## src/rtl/hashed_timing_wheel_defines.svh

```systemverilog
// Assertion helpers used by the timing wheel top module.
`ifndef HASHED_TIMING_WHEEL_DEFINES_SVH
`define HASHED_TIMING_WHEEL_DEFINES_SVH

// Same-cycle implication, checked on every rising clock edge out of reset.
`define HTW_ASSERT_NOW(lbl, ante, cons, msg) \
    lbl: assert property (@(posedge i_clk) disable iff (!i_rst_n) (ante) |-> (cons)) \
        else $error(msg);

// Next-cycle implication, checked on every rising clock edge out of reset.
`define HTW_ASSERT_NEXT(lbl, ante, cons, msg) \
    lbl: assert property (@(posedge i_clk) disable iff (!i_rst_n) (ante) |=> (cons)) \
        else $error(msg);

`endif

```

## src/rtl/htw_pkg.sv

```systemverilog
`timescale 1ns / 1ps
`default_nettype none

package htw_pkg;

    // Field widths.
    localparam int KEY_W    = 32;
    localparam int DELAY_W  = 24;
    localparam int SLOT_W   = 8;
    localparam int ROUND_W  = 24;
    localparam int DEN_W    = 16;
    localparam int SCNT_W   = 7;
    localparam int DCNT_W   = 5;

    // Defaults used when a configuration register holds zero.
    localparam logic [SCNT_W-1:0] DEFAULT_SLOTS    = 7'd10;
    localparam logic [DEN_W-1:0]  DEFAULT_INTERVAL = 16'd1000;

    // Input modes.
    localparam logic [1:0] MODE_ADD    = 2'd0;
    localparam logic [1:0] MODE_REMOVE = 2'd1;
    localparam logic [1:0] MODE_TICK   = 2'd2;

    // Result events.
    localparam logic [2:0] EV_ADDED    = 3'd0;
    localparam logic [2:0] EV_REPLACED = 3'd1;
    localparam logic [2:0] EV_FULL     = 3'd2;
    localparam logic [2:0] EV_REMOVED  = 3'd3;
    localparam logic [2:0] EV_NOTFOUND = 3'd4;
    localparam logic [2:0] EV_EXPIRED  = 3'd5;

    // Configuration register indexes.
    localparam logic REG_SLOT_COUNT    = 1'b0;
    localparam logic REG_TICK_INTERVAL = 1'b1;

    typedef struct packed {
        logic [1:0]         mode;
        logic [KEY_W-1:0]   key;
        logic [DELAY_W-1:0] delay;
    } t_in_item;

    typedef struct packed {
        logic [2:0]       event_res;
        logic [KEY_W-1:0] key_res;
        logic             last;
    } t_out_item;

    // One timer as held by a ring cell.
    typedef struct packed {
        logic               valid;
        logic [KEY_W-1:0]   key;
        logic [SLOT_W-1:0]  slot;
        logic [ROUND_W-1:0] rounds;
    } t_entry;

endpackage

`default_nettype wire

```

## src/rtl/htw_cell.sv

```systemverilog
`timescale 1ns / 1ps
`default_nettype none

module htw_cell (
    input  wire logic           i_clk,
    input  wire logic           i_rst_n,
    input  wire logic           i_shift,
    input  wire htw_pkg::t_entry i_next,
    output htw_pkg::t_entry     o_entry
);
    import htw_pkg::*;

    logic               r_valid;
    logic [KEY_W-1:0]   r_key;
    logic [SLOT_W-1:0]  r_slot;
    logic [ROUND_W-1:0] r_rounds;

    // The valid bit is control state and clears at reset.
    always_ff @(posedge i_clk) begin
        if (!i_rst_n) begin
            r_valid <= 1'b0;
        end else if (i_shift) begin
            r_valid <= i_next.valid;
        end
    end

    // Timer payload moves with the ring.
    always_ff @(posedge i_clk) begin
        if (i_shift) begin
            r_key    <= i_next.key;
            r_slot   <= i_next.slot;
            r_rounds <= i_next.rounds;
        end
    end

    assign o_entry = '{valid: r_valid, key: r_key, slot: r_slot, rounds: r_rounds};

endmodule

`default_nettype wire

```

## src/rtl/htw_div.sv

```systemverilog
`timescale 1ns / 1ps
`default_nettype none

module htw_div (
    input  wire logic                        i_clk,
    input  wire logic                        i_rst_n,
    input  wire logic                        i_start,
    input  wire logic [htw_pkg::DELAY_W-1:0] i_dividend,
    input  wire logic [htw_pkg::DEN_W-1:0]   i_divisor,
    output logic                             o_done,
    output logic [htw_pkg::DELAY_W-1:0]      o_quotient,
    output logic [htw_pkg::DEN_W-1:0]        o_remainder
);
    import htw_pkg::*;

    logic              r_busy;
    logic              r_done;
    logic [DCNT_W-1:0] r_cnt;
    logic [DEN_W:0]    r_rem;
    logic [DELAY_W-1:0] r_quo;
    logic [DEN_W-1:0]  r_den;
    logic [DEN_W:0]    w_sh;
    logic              w_ge;

    // One restoring step: shift in the next dividend bit and try a subtract.
    assign w_sh = {r_rem[DEN_W-1:0], r_quo[DELAY_W-1]};
    assign w_ge = (w_sh >= {1'b0, r_den});

    always_ff @(posedge i_clk) begin
        if (!i_rst_n) begin
            r_busy <= 1'b0;
            r_done <= 1'b0;
        end else begin
            r_done <= 1'b0;
            if (i_start) begin
                r_busy <= 1'b1;
            end else if (r_busy && r_cnt == DCNT_W'(DELAY_W - 1)) begin
                r_busy <= 1'b0;
                r_done <= 1'b1;
            end
        end
    end

    always_ff @(posedge i_clk) begin
        if (i_start) begin
            r_cnt <= '0;
            r_rem <= '0;
            r_quo <= i_dividend;
            r_den <= i_divisor;
        end else if (r_busy) begin
            r_cnt <= r_cnt + 1'b1;
            r_rem <= w_ge ? (w_sh - {1'b0, r_den}) : w_sh;
            r_quo <= {r_quo[DELAY_W-2:0], w_ge};
        end
    end

    assign o_done      = r_done;
    assign o_quotient  = r_quo;
    assign o_remainder = r_rem[DEN_W-1:0];

endmodule

`default_nettype wire

```

## src/rtl/hashed_timing_wheel.sv

```systemverilog
// Sequence: an add runs three chained serial divisions that hide the ring scan, then one ring
// write pass when a target entry was found; a remove runs one ring scan; a tick runs one ring scan
// and then a division that advances the wheel; each waits while the output stalls a result.
// Throughput: one transaction at a time; the ring of timer cells and the serial divider set it.
// Reset (synchronous, active low) clears every timer valid bit, the current slot and the
// configuration registers to 10 slots and an interval of 1000.
`timescale 1ns / 1ps
`default_nettype none
`include "hashed_timing_wheel_defines.svh"

module hashed_timing_wheel #(
    parameter int TIMER_ENTRIES = 16,
    parameter int WHEEL_SLOTS   = 64
) (
    input  wire logic            i_clk,
    input  wire logic            i_rst_n,
    input  wire logic            i_in_valid,
    output logic                 o_in_stall,
    input  wire htw_pkg::t_in_item i_in_data,
    output logic                 o_out_valid,
    input  wire logic            i_out_stall,
    output htw_pkg::t_out_item   o_out_data,
    input  wire logic            psel,
    input  wire logic            penable,
    input  wire logic            pwrite,
    input  wire logic [2:0]      paddr,
    input  wire logic [31:0]     pwdata,
    output logic [31:0]          prdata,
    output logic                 pready
);
    import htw_pkg::*;

    localparam int IW = (TIMER_ENTRIES > 1) ? $clog2(TIMER_ENTRIES) : 1;

    localparam logic [2:0] ST_IDLE     = 3'd0;
    localparam logic [2:0] ST_SCAN     = 3'd1;
    localparam logic [2:0] ST_DIV      = 3'd2;
    localparam logic [2:0] ST_WRITE    = 3'd3;
    localparam logic [2:0] ST_FIN      = 3'd4;
    localparam logic [2:0] ST_ADV_GO   = 3'd5;
    localparam logic [2:0] ST_ADV_WAIT = 3'd6;

    localparam logic [1:0] DP_Q    = 2'd0;
    localparam logic [1:0] DP_R    = 2'd1;
    localparam logic [1:0] DP_S    = 2'd2;
    localparam logic [1:0] DP_DONE = 2'd3;

    // Configuration registers and the values actually used.
    logic [SCNT_W-1:0] r_slot_count;
    logic [DEN_W-1:0]  r_tick_interval;
    logic [SCNT_W-1:0] w_slots;
    logic [DEN_W-1:0]  w_interval;
    logic              w_cfg_wr;

    assign pready   = 1'b1;
    assign w_cfg_wr = psel && penable && pwrite;

    always_ff @(posedge i_clk) begin
        if (!i_rst_n) begin
            r_slot_count    <= DEFAULT_SLOTS;
            r_tick_interval <= DEFAULT_INTERVAL;
        end else if (w_cfg_wr) begin
            if (paddr[2] == REG_SLOT_COUNT) begin
                r_slot_count <= pwdata[SCNT_W-1:0];
            end else begin
                r_tick_interval <= pwdata[DEN_W-1:0];
            end
        end
    end

    assign prdata = (paddr[2] == REG_TICK_INTERVAL) ? {16'd0, r_tick_interval}
                                                     : {25'd0, r_slot_count};

    always_comb begin
        if (r_slot_count == '0) begin
            w_slots = DEFAULT_SLOTS;
        end else if ({2'b00, r_slot_count} > 9'(WHEEL_SLOTS)) begin
            w_slots = SCNT_W'(WHEEL_SLOTS);
        end else begin
            w_slots = r_slot_count;
        end
    end

    assign w_interval = (r_tick_interval == '0) ? DEFAULT_INTERVAL : r_tick_interval;

    // Ring of timer cells; cell 0 is the head that the controller looks at.
    t_entry w_cell [TIMER_ENTRIES];
    t_entry w_ret;
    logic   w_shift;

    for (genvar j = 0; j < TIMER_ENTRIES; j++) begin : g_cell
        t_entry w_next;
        if (j == TIMER_ENTRIES - 1) begin : g_tail
            assign w_next = w_ret;
        end else begin : g_mid
            assign w_next = w_cell[j+1];
        end
        htw_cell u_cell (
            .i_clk   (i_clk),
            .i_rst_n (i_rst_n),
            .i_shift (w_shift),
            .i_next  (w_next),
            .o_entry (w_cell[j])
        );
    end

    // Shared serial divider.
    logic               d_start;
    logic [DELAY_W-1:0] d_dividend;
    logic [DEN_W-1:0]   d_divisor;
    logic               d_done;
    logic [DELAY_W-1:0] d_quo;
    logic [DEN_W-1:0]   d_rem;

    htw_div u_div (
        .i_clk       (i_clk),
        .i_rst_n     (i_rst_n),
        .i_start     (d_start),
        .i_dividend  (d_dividend),
        .i_divisor   (d_divisor),
        .o_done      (d_done),
        .o_quotient  (d_quo),
        .o_remainder (d_rem)
    );

    // Controller state.
    logic [2:0]         r_state, n_state;
    logic [IW-1:0]      r_step, n_step;
    logic [1:0]         r_mode, n_mode;
    logic [KEY_W-1:0]   r_key, n_key;
    logic [SLOT_W-1:0]  r_cur, n_cur;
    logic [1:0]         r_dph, n_dph;
    logic [ROUND_W-1:0] r_rounds, n_rounds;
    logic [SLOT_W-1:0]  r_slot, n_slot;
    logic               r_match_v, n_match_v;
    logic [IW-1:0]      r_match_idx, n_match_idx;
    logic               r_free_v, n_free_v;
    logic [IW-1:0]      r_free_idx, n_free_idx;
    logic               r_pend_v, n_pend_v;
    logic [KEY_W-1:0]   r_pend_key, n_pend_key;
    logic               r_out_v, n_out_v;
    t_out_item          r_out_data, n_out_data;

    logic          w_out_free;
    logic          w_push;
    t_out_item     w_push_data;
    logic          w_accept;
    logic          w_last_step;
    logic          w_hit;
    logic [IW-1:0] w_target;

    assign o_in_stall  = (r_state != ST_IDLE);
    assign w_accept    = i_in_valid && !o_in_stall;
    assign w_out_free  = !r_out_v || !i_out_stall;
    assign w_last_step = (r_step == IW'(TIMER_ENTRIES - 1));
    assign w_hit       = w_cell[0].valid && (w_cell[0].key == r_key);
    assign w_target    = r_match_v ? r_match_idx : r_free_idx;

    always_comb begin
        n_state     = r_state;
        n_step      = r_step;
        n_mode      = r_mode;
        n_key       = r_key;
        n_cur       = r_cur;
        n_dph       = r_dph;
        n_rounds    = r_rounds;
        n_slot      = r_slot;
        n_match_v   = r_match_v;
        n_match_idx = r_match_idx;
        n_free_v    = r_free_v;
        n_free_idx  = r_free_idx;
        n_pend_v    = r_pend_v;
        n_pend_key  = r_pend_key;
        w_shift     = 1'b0;
        w_ret       = w_cell[0];
        w_push      = 1'b0;
        w_push_data = '{event_res: EV_EXPIRED, key_res: r_pend_key, last: 1'b0};
        d_start     = 1'b0;
        d_dividend  = i_in_data.delay;
        d_divisor   = w_interval;

        // Division chain for an add: delay/interval, then by slots, then the slot wrap.
        if (r_mode == MODE_ADD && d_done && r_state != ST_IDLE) begin
            unique case (r_dph)
                DP_Q: begin
                    d_start    = 1'b1;
                    d_dividend = d_quo;
                    d_divisor  = DEN_W'(w_slots);
                    n_dph      = DP_R;
                end
                DP_R: begin
                    n_rounds   = d_quo;
                    d_start    = 1'b1;
                    d_dividend = DELAY_W'(r_cur) + DELAY_W'(d_rem);
                    d_divisor  = DEN_W'(w_slots);
                    n_dph      = DP_S;
                end
                DP_S: begin
                    n_slot = d_rem[SLOT_W-1:0];
                    n_dph  = DP_DONE;
                end
                default: begin
                    n_dph = DP_DONE;
                end
            endcase
        end

        unique case (r_state)
            ST_IDLE: begin
                if (w_accept) begin
                    n_mode    = i_in_data.mode;
                    n_key     = i_in_data.key;
                    n_step    = '0;
                    n_match_v = 1'b0;
                    n_free_v  = 1'b0;
                    n_pend_v  = 1'b0;
                    if (i_in_data.mode == MODE_ADD) begin
                        d_start = 1'b1;
                        n_dph   = DP_Q;
                        n_state = ST_SCAN;
                    end else if (i_in_data.mode == MODE_REMOVE
                                 || i_in_data.mode == MODE_TICK) begin
                        n_state = ST_SCAN;
                    end
                end
            end
            ST_SCAN: begin
                w_shift = 1'b1;
                if (r_mode == MODE_ADD) begin
                    // Look for the key and for the lowest free entry.
                    if (w_hit) begin
                        n_match_v   = 1'b1;
                        n_match_idx = r_step;
                    end
                    if (!w_cell[0].valid && !r_free_v) begin
                        n_free_v   = 1'b1;
                        n_free_idx = r_step;
                    end
                end else if (r_mode == MODE_REMOVE) begin
                    if (w_hit) begin
                        n_match_v   = 1'b1;
                        w_ret.valid = 1'b0;
                    end
                end else begin
                    // Tick: age or expire timers of the current slot.
                    if (w_cell[0].valid && w_cell[0].slot == r_cur) begin
                        if (w_cell[0].rounds != '0) begin
                            w_ret.rounds = w_cell[0].rounds - 1'b1;
                        end else if (r_pend_v && !w_out_free) begin
                            w_shift = 1'b0;
                        end else begin
                            w_ret.valid = 1'b0;
                            w_push      = r_pend_v;
                            n_pend_v    = 1'b1;
                            n_pend_key  = w_cell[0].key;
                        end
                    end
                end
                if (w_shift) begin
                    n_step = r_step + 1'b1;
                    if (w_last_step) begin
                        n_step = '0;
                        if (r_mode == MODE_ADD) begin
                            n_state = ST_DIV;
                        end else begin
                            n_state = ST_FIN;
                        end
                    end
                end
            end
            ST_DIV: begin
                if (r_dph == DP_DONE) begin
                    if (r_match_v || r_free_v) begin
                        n_state = ST_WRITE;
                    end else begin
                        n_state = ST_FIN;
                    end
                end
            end
            ST_WRITE: begin
                w_shift = 1'b1;
                if (r_step == w_target) begin
                    w_ret = '{valid: 1'b1, key: r_key, slot: r_slot, rounds: r_rounds};
                end
                n_step = r_step + 1'b1;
                if (w_last_step) begin
                    n_step  = '0;
                    n_state = ST_FIN;
                end
            end
            ST_FIN: begin
                if (r_mode == MODE_TICK) begin
                    if (!r_pend_v) begin
                        n_state = ST_ADV_GO;
                    end else if (w_out_free) begin
                        w_push      = 1'b1;
                        w_push_data = '{event_res: EV_EXPIRED, key_res: r_pend_key, last: 1'b1};
                        n_pend_v    = 1'b0;
                        n_state     = ST_ADV_GO;
                    end
                end else if (w_out_free) begin
                    w_push  = 1'b1;
                    n_state = ST_IDLE;
                    if (r_mode == MODE_REMOVE) begin
                        w_push_data = '{event_res: r_match_v ? EV_REMOVED : EV_NOTFOUND,
                                        key_res: r_key, last: 1'b1};
                    end else begin
                        w_push_data = '{event_res: r_match_v ? EV_REPLACED
                                                   : (r_free_v ? EV_ADDED : EV_FULL),
                                        key_res: r_key, last: 1'b1};
                    end
                end
            end
            ST_ADV_GO: begin
                // Advance the wheel: (current + 1) mod slots.
                d_start    = 1'b1;
                d_dividend = DELAY_W'(r_cur) + 1'b1;
                d_divisor  = DEN_W'(w_slots);
                n_state    = ST_ADV_WAIT;
            end
            ST_ADV_WAIT: begin
                if (d_done) begin
                    n_cur   = d_rem[SLOT_W-1:0];
                    n_state = ST_IDLE;
                end
            end
            default: begin
                n_state = ST_IDLE;
            end
        endcase

        // Output register: loads on a push, empties when the transaction is taken.
        if (w_push) begin
            n_out_v    = 1'b1;
            n_out_data = w_push_data;
        end else begin
            n_out_v    = r_out_v && i_out_stall;
            n_out_data = r_out_data;
        end
    end

    // Control registers.
    always_ff @(posedge i_clk) begin
        if (!i_rst_n) begin
            r_state  <= ST_IDLE;
            r_cur    <= '0;
            r_pend_v <= 1'b0;
            r_out_v  <= 1'b0;
            r_step   <= '0;
            r_dph    <= DP_DONE;
        end else begin
            r_state  <= n_state;
            r_cur    <= n_cur;
            r_pend_v <= n_pend_v;
            r_out_v  <= n_out_v;
            r_step   <= n_step;
            r_dph    <= n_dph;
        end
    end

    // Working payload registers.
    always_ff @(posedge i_clk) begin
        r_mode      <= n_mode;
        r_key       <= n_key;
        r_rounds    <= n_rounds;
        r_slot      <= n_slot;
        r_match_v   <= n_match_v;
        r_match_idx <= n_match_idx;
        r_free_v    <= n_free_v;
        r_free_idx  <= n_free_idx;
        r_pend_key  <= n_pend_key;
        r_out_data  <= n_out_data;
    end

    assign o_out_valid = r_out_v;
    assign o_out_data  = r_out_data;

    // A write pass only starts with a known target entry.
    `HTW_ASSERT_NOW(a_write_target, r_state == ST_WRITE, r_match_v || r_free_v,
                    "write pass without a target entry")
    // A held expiry only exists while a tick is in progress.
    `HTW_ASSERT_NOW(a_pend_tick, r_pend_v, r_mode == MODE_TICK && r_state != ST_IDLE,
                    "pending expiry outside a tick")
    // The final tick result empties the pending holder before the wheel advances.
    `HTW_ASSERT_NEXT(a_adv_clean, r_state == ST_ADV_GO, !r_pend_v,
                     "wheel advanced with an expiry still pending")

endmodule

`default_nettype wire
```

## config.mk

```make
export PLATFORM = sky130hd
export DESIGN_NAME = hashed_timing_wheel
export DESIGN_NICKNAME = d
export VERILOG_FILES = /design/src/rtl/htw_pkg.sv /design/src/rtl/htw_cell.sv /design/src/rtl/htw_div.sv /design/src/rtl/hashed_timing_wheel.sv
export VERILOG_INCLUDE_DIRS = /design/src /design/src/rtl
export SDC_FILE = /design/constraint.sdc
export NUM_CORES = 1
export LEC_CHECK = 0
export BUFFER_PORTS_ARGS = -buffer_cell sky130_fd_sc_hd__buf_2
export CORE_MARGIN = 2
export CORE_UTILIZATION = 63
export DETAILED_ROUTE_END_ITERATION = 8
export GPL_TIMING_DRIVEN = 0
export PLACE_DENSITY = 0.81
export SYNTH_ARGS = -nofsm -noshare
export SYNTH_HDL_FRONTEND = slang
export SYNTH_SLANG_ARGS = --single-unit
```

## constraint.sdc

```tcl
create_clock -name i_clk -period 71.2 [get_ports i_clk]
set_input_delay 7.12 -clock i_clk [delete_from_list [all_inputs] [get_ports i_clk]]
set_output_delay 7.12 -clock i_clk [all_outputs]
set_load 0.01 [all_outputs]
```

==> results.sh <==
export IMPL_status="finished clean"
export IMPL_postSynthCellCount=2363
export IMPL_clockBufferDepth=3
export IMPL_antenna_found_initial=7
export IMPL_fin_nets=2779
export IMPL_synth_top_cell_area_share=0.8073
export IMPL_gp_congestion=0.8737
export IMPL_dr_pass1_iters=6
export IMPL_p_total_mw=2.247
export IMPL_crit_start="paddr[2]"
export IMPL_tns_ns=0
export IMPL_final_setup_skew_ns=0.02848
export IMPL_cts_post_setup_buffers_inserted=0
export IMPL_slew_headroom=0.1364
export IMPL_final_core_util=0.7282
export IMPL_clkPwrFrac=0.279
export IMPL_fin_crit_ns=15.53
export IMPL_area_delta_synth_final_pct=13.87
export IMPL_fillerInstances=3954
export IMPL_cts_resized=0
export IMPL_fin_crit_sh=0.2182
export IMPL_wl_per_cell_um=23.09
export IMPL_cts_sinks=1289
export IMPL_synth_area_mux_share=0.03082
export IMPL_root_buffer="clkbuf_16"
export IMPL_grt_pass1_wl_um=127700
export IMPL_internal_power_mw=1.636
export IMPL_worst_ep_arrival_time_ns=8.41
export IMPL_stdcell_count=3687
export IMPL_r2r_start="g_cell[0].u_cell.r_rounds[13]"
export IMPL_power_frac_comb=0.150
export IMPL_yosys_cell_types_count=78
export IMPL_setup_violations=0
export IMPL_grt_max_degree=78
export IMPL_holdCritPathClass="flop to flop"
export IMPL_hold_violations=0
export IMPL_yosys_most_used_dff="edfxtp_1"
export IMPL_synth_avg_cell_area_um2=19.02
export IMPL_crit_path_end="prdata[6]"
export IMPL_clk_latency_ns=0.70
export IMPL_io_pins=171
export IMPL_worst_setup_path_start_kind="input port"
export IMPL_die_h_um=271.1
export IMPL_drtIter0Drc=2237
export IMPL_core_um2=70270
export IMPL_grt_pass1_vias=21330
export IMPL_synth_top_area_cell="edfxtp_1"
export IMPL_drive_above_1_share=0.1643
export IMPL_holdWs_ns=0.3955
export IMPL_ys_seq_area_frac=0.8433
export IMPL_synth_area_top_cells="edfxtp_1 (81%), dfxtp_1 (3.6%), mux2_2 (2.0%)"
export IMPL_synthArstFlopShare=0
export IMPL_critPathRequiredTime_ns=64.08
export IMPL_synth_simple_gate_area_frac=0.04689
export IMPL_synth_compound_area_share=0.04285
export IMPL_grt_usage=0.2325
export IMPL_cts_tree="built"
export IMPL_num_rows=97
export IMPL_p_switching_mw=0.6107
export IMPL_die_x_um=271.1
export IMPL_synth_seq_cells=1289
export IMPL_h_tree_depth=3
export IMPL_rsz0062_at_grt="false"
export IMPL_die_area_um2=73480
export IMPL_crit_fanout=10
export IMPL_pwr_share_seq=0.571
export IMPL_clkTransAtPathRegs_ns=0.07
export IMPL_fmax_mhz=64.37
export IMPL_routed_via_density=5.830
export IMPL_min_from="g_cell[9].u_cell.r_slot[2]"
export IMPL_syn_area_um2=44940
export IMPL_p_sw_frac=0.2718
export IMPL_yosysMostFrequentCell="edfxtp_1"
export IMPL_power_per_cell_area_nw_per_um2=43.91
export IMPL_synth_edf_count=1208
export IMPL_routed_wl_um=85140
export IMPL_cts_buffers=117
export IMPL_hpwl_um=50590
export IMPL_start_util=0.6395
export IMPL_rr_worst_depth=12
export IMPL_overflow=0
export IMPL_synth_commonest_cells="edfxtp_1 (1208), nand2_1 (143), dfxtp_1 (81)"
export IMPL_vias=21500
export IMPL_vdd_ir_drop_max_mv=0.02875
export IMPL_synthAdderAreaFrac=0.008966
export IMPL_end_kind="output port"
export IMPL_drc=0
export IMPL_postRouteAntennaNets=0
export IMPL_yosysWarnings=0
export IMPL_timing_rr_end="g_cell[1].u_cell.r_rounds[19]"
export IMPL_leakage_nw=17.25
export IMPL_cts_hold_buf=0
export IMPL_synth_top_family_by_area="simple AND/OR/NAND/NOR gates"
export IMPL_drv_cap=0
export IMPL_portBuffers=133
export IMPL_r2r_setup_slack_ns=66.34
export IMPL_dp_cells=3468
export IMPL_crit_type="input port to output port"
export IMPL_synth_xor_area_share=0.01501
export IMPL_finalMaxSlewViolations=0
export IMPL_worst_slew_pin_slew_ns=1.278
-- placed cells by master (no fill, tap or decap), types with 31 or more instances in the layout --
cell type  count
nand2_1      143
xnor2_1       57
a21boi_0      31
nand3_1       38
mux2_2        80
o21ai_0       71
dfxtp_1       81
a21oi_1       62
inv_1         34
nor2_1        78
edfxtp_1    1208
clkbuf_16    118
clkbuf_1      77
mux2i_1       45
buf_2        143
-- power by group through the flow --
stage                     combinational (mW)  clock (mW)  sequential, mW
after global routing                   0.368       0.666            1.30
after detailed placement               0.334           0            1.29
final                                  0.337       0.627            1.28
after CTS                              0.336       0.640            1.29
after global placement                 0.296           0            1.73
after floorplan                        0.223           0            1.60
-- critical path: stages --
cell	delay, ns
clkbuf_1	0.38
clkbuf_1	0.36
mux2_2	0.40
buf_2	0.15
-- flip-flops by register name, summed over array words and instances, names as in the netlist, 2 cells and up --
name                    cells
g_cell.u_cell.r_key       512
g_cell.u_cell.r_rounds    384
g_cell.u_cell.r_slot      128
o_out_data                 36
r_key                      32
r_pend_key                 32
r_rounds                   24
u_div.o_quotient           24
g_cell.u_cell.r_valid      16
r_tick_interval            16
u_div.r_den                16
u_div.r_rem                16
r_cur                       8
r_slot                      8
r_slot_count                7
u_div.r_cnt                 5
r_free_idx                  4
r_match_idx                 4
r_step                      4
r_state                     3
r_dph                       2
r_mode                      2
-- final cells by class --
class | count | area, um^2 | share of cell area
flip-flops and latches | 1289 | 37900 | 0.7406
well taps | 940 | 1176 | 0.02298
inverters | 36 | 135.1 | 0.002641
diodes | 2 | 5.005 | 0.00009781
plain buffers | 85 | 405.4 | 0.007922
repair buffers | 151 | 1116 | 0.02181
clock buffers | 145 | 3104 | 0.06066
clock inverters | 71 | 765.7 | 0.01496
multi-input cells | 968 | 6566 | 0.1283
-- stage by stage --
stage | area (um^2) | setup slack [ns]
floorplan | 44990 | 33.81
global placement | 46830 | 25.75
detailed placement | 47290 | 55.69
CTS | 51160 | 55.68
global route | 51170 | 55.60
finish | 51170 | 55.67
-- metal layers --
layer  part of all wire  track usage  vias to the layer above
met5            0.00040            0                        -
met4              0.024      0.06877                        6
met3              0.057      0.04003                      161
met2               0.48       0.3688                      802
met1               0.43       0.3373                    10810
li1                   -            -                     9717
-- cells by family (layout without fill, tap and decap cells) --
group | Yosys count | count (layout)
adders and majority gates | 31 | 31
other | 2 | 19
and+or+nand+nor | 425 | 425
buffers and inverters | 121 | 488
AOI/OAI and AO/OA | 290 | 290
xor gates and xnor gates | 77 | 77
muxes | 128 | 128
DFF | 1289 | 1289
-- how the worst min path moves through the flow --
| stage | to | cells past startpoint |
|---|---|---|
| 2_1_floorplan | g_cell[0].u_cell.r_key[0] | 0 |
| 3_3_place_gp | g_cell[0].u_cell.r_slot[5] | 0 |
| 3_5_place_dp | g_cell[0].u_cell.r_slot[2] | 0 |
| 4_1_cts | g_cell[0].u_cell.r_key[7] | 0 |
| 5_1_grt | g_cell[11].u_cell.r_rounds[7] | 0 |
| 6_report | g_cell[8].u_cell.r_slot[2] | 0 |
No activity file was read; power rests on OpenSTA's default activity.
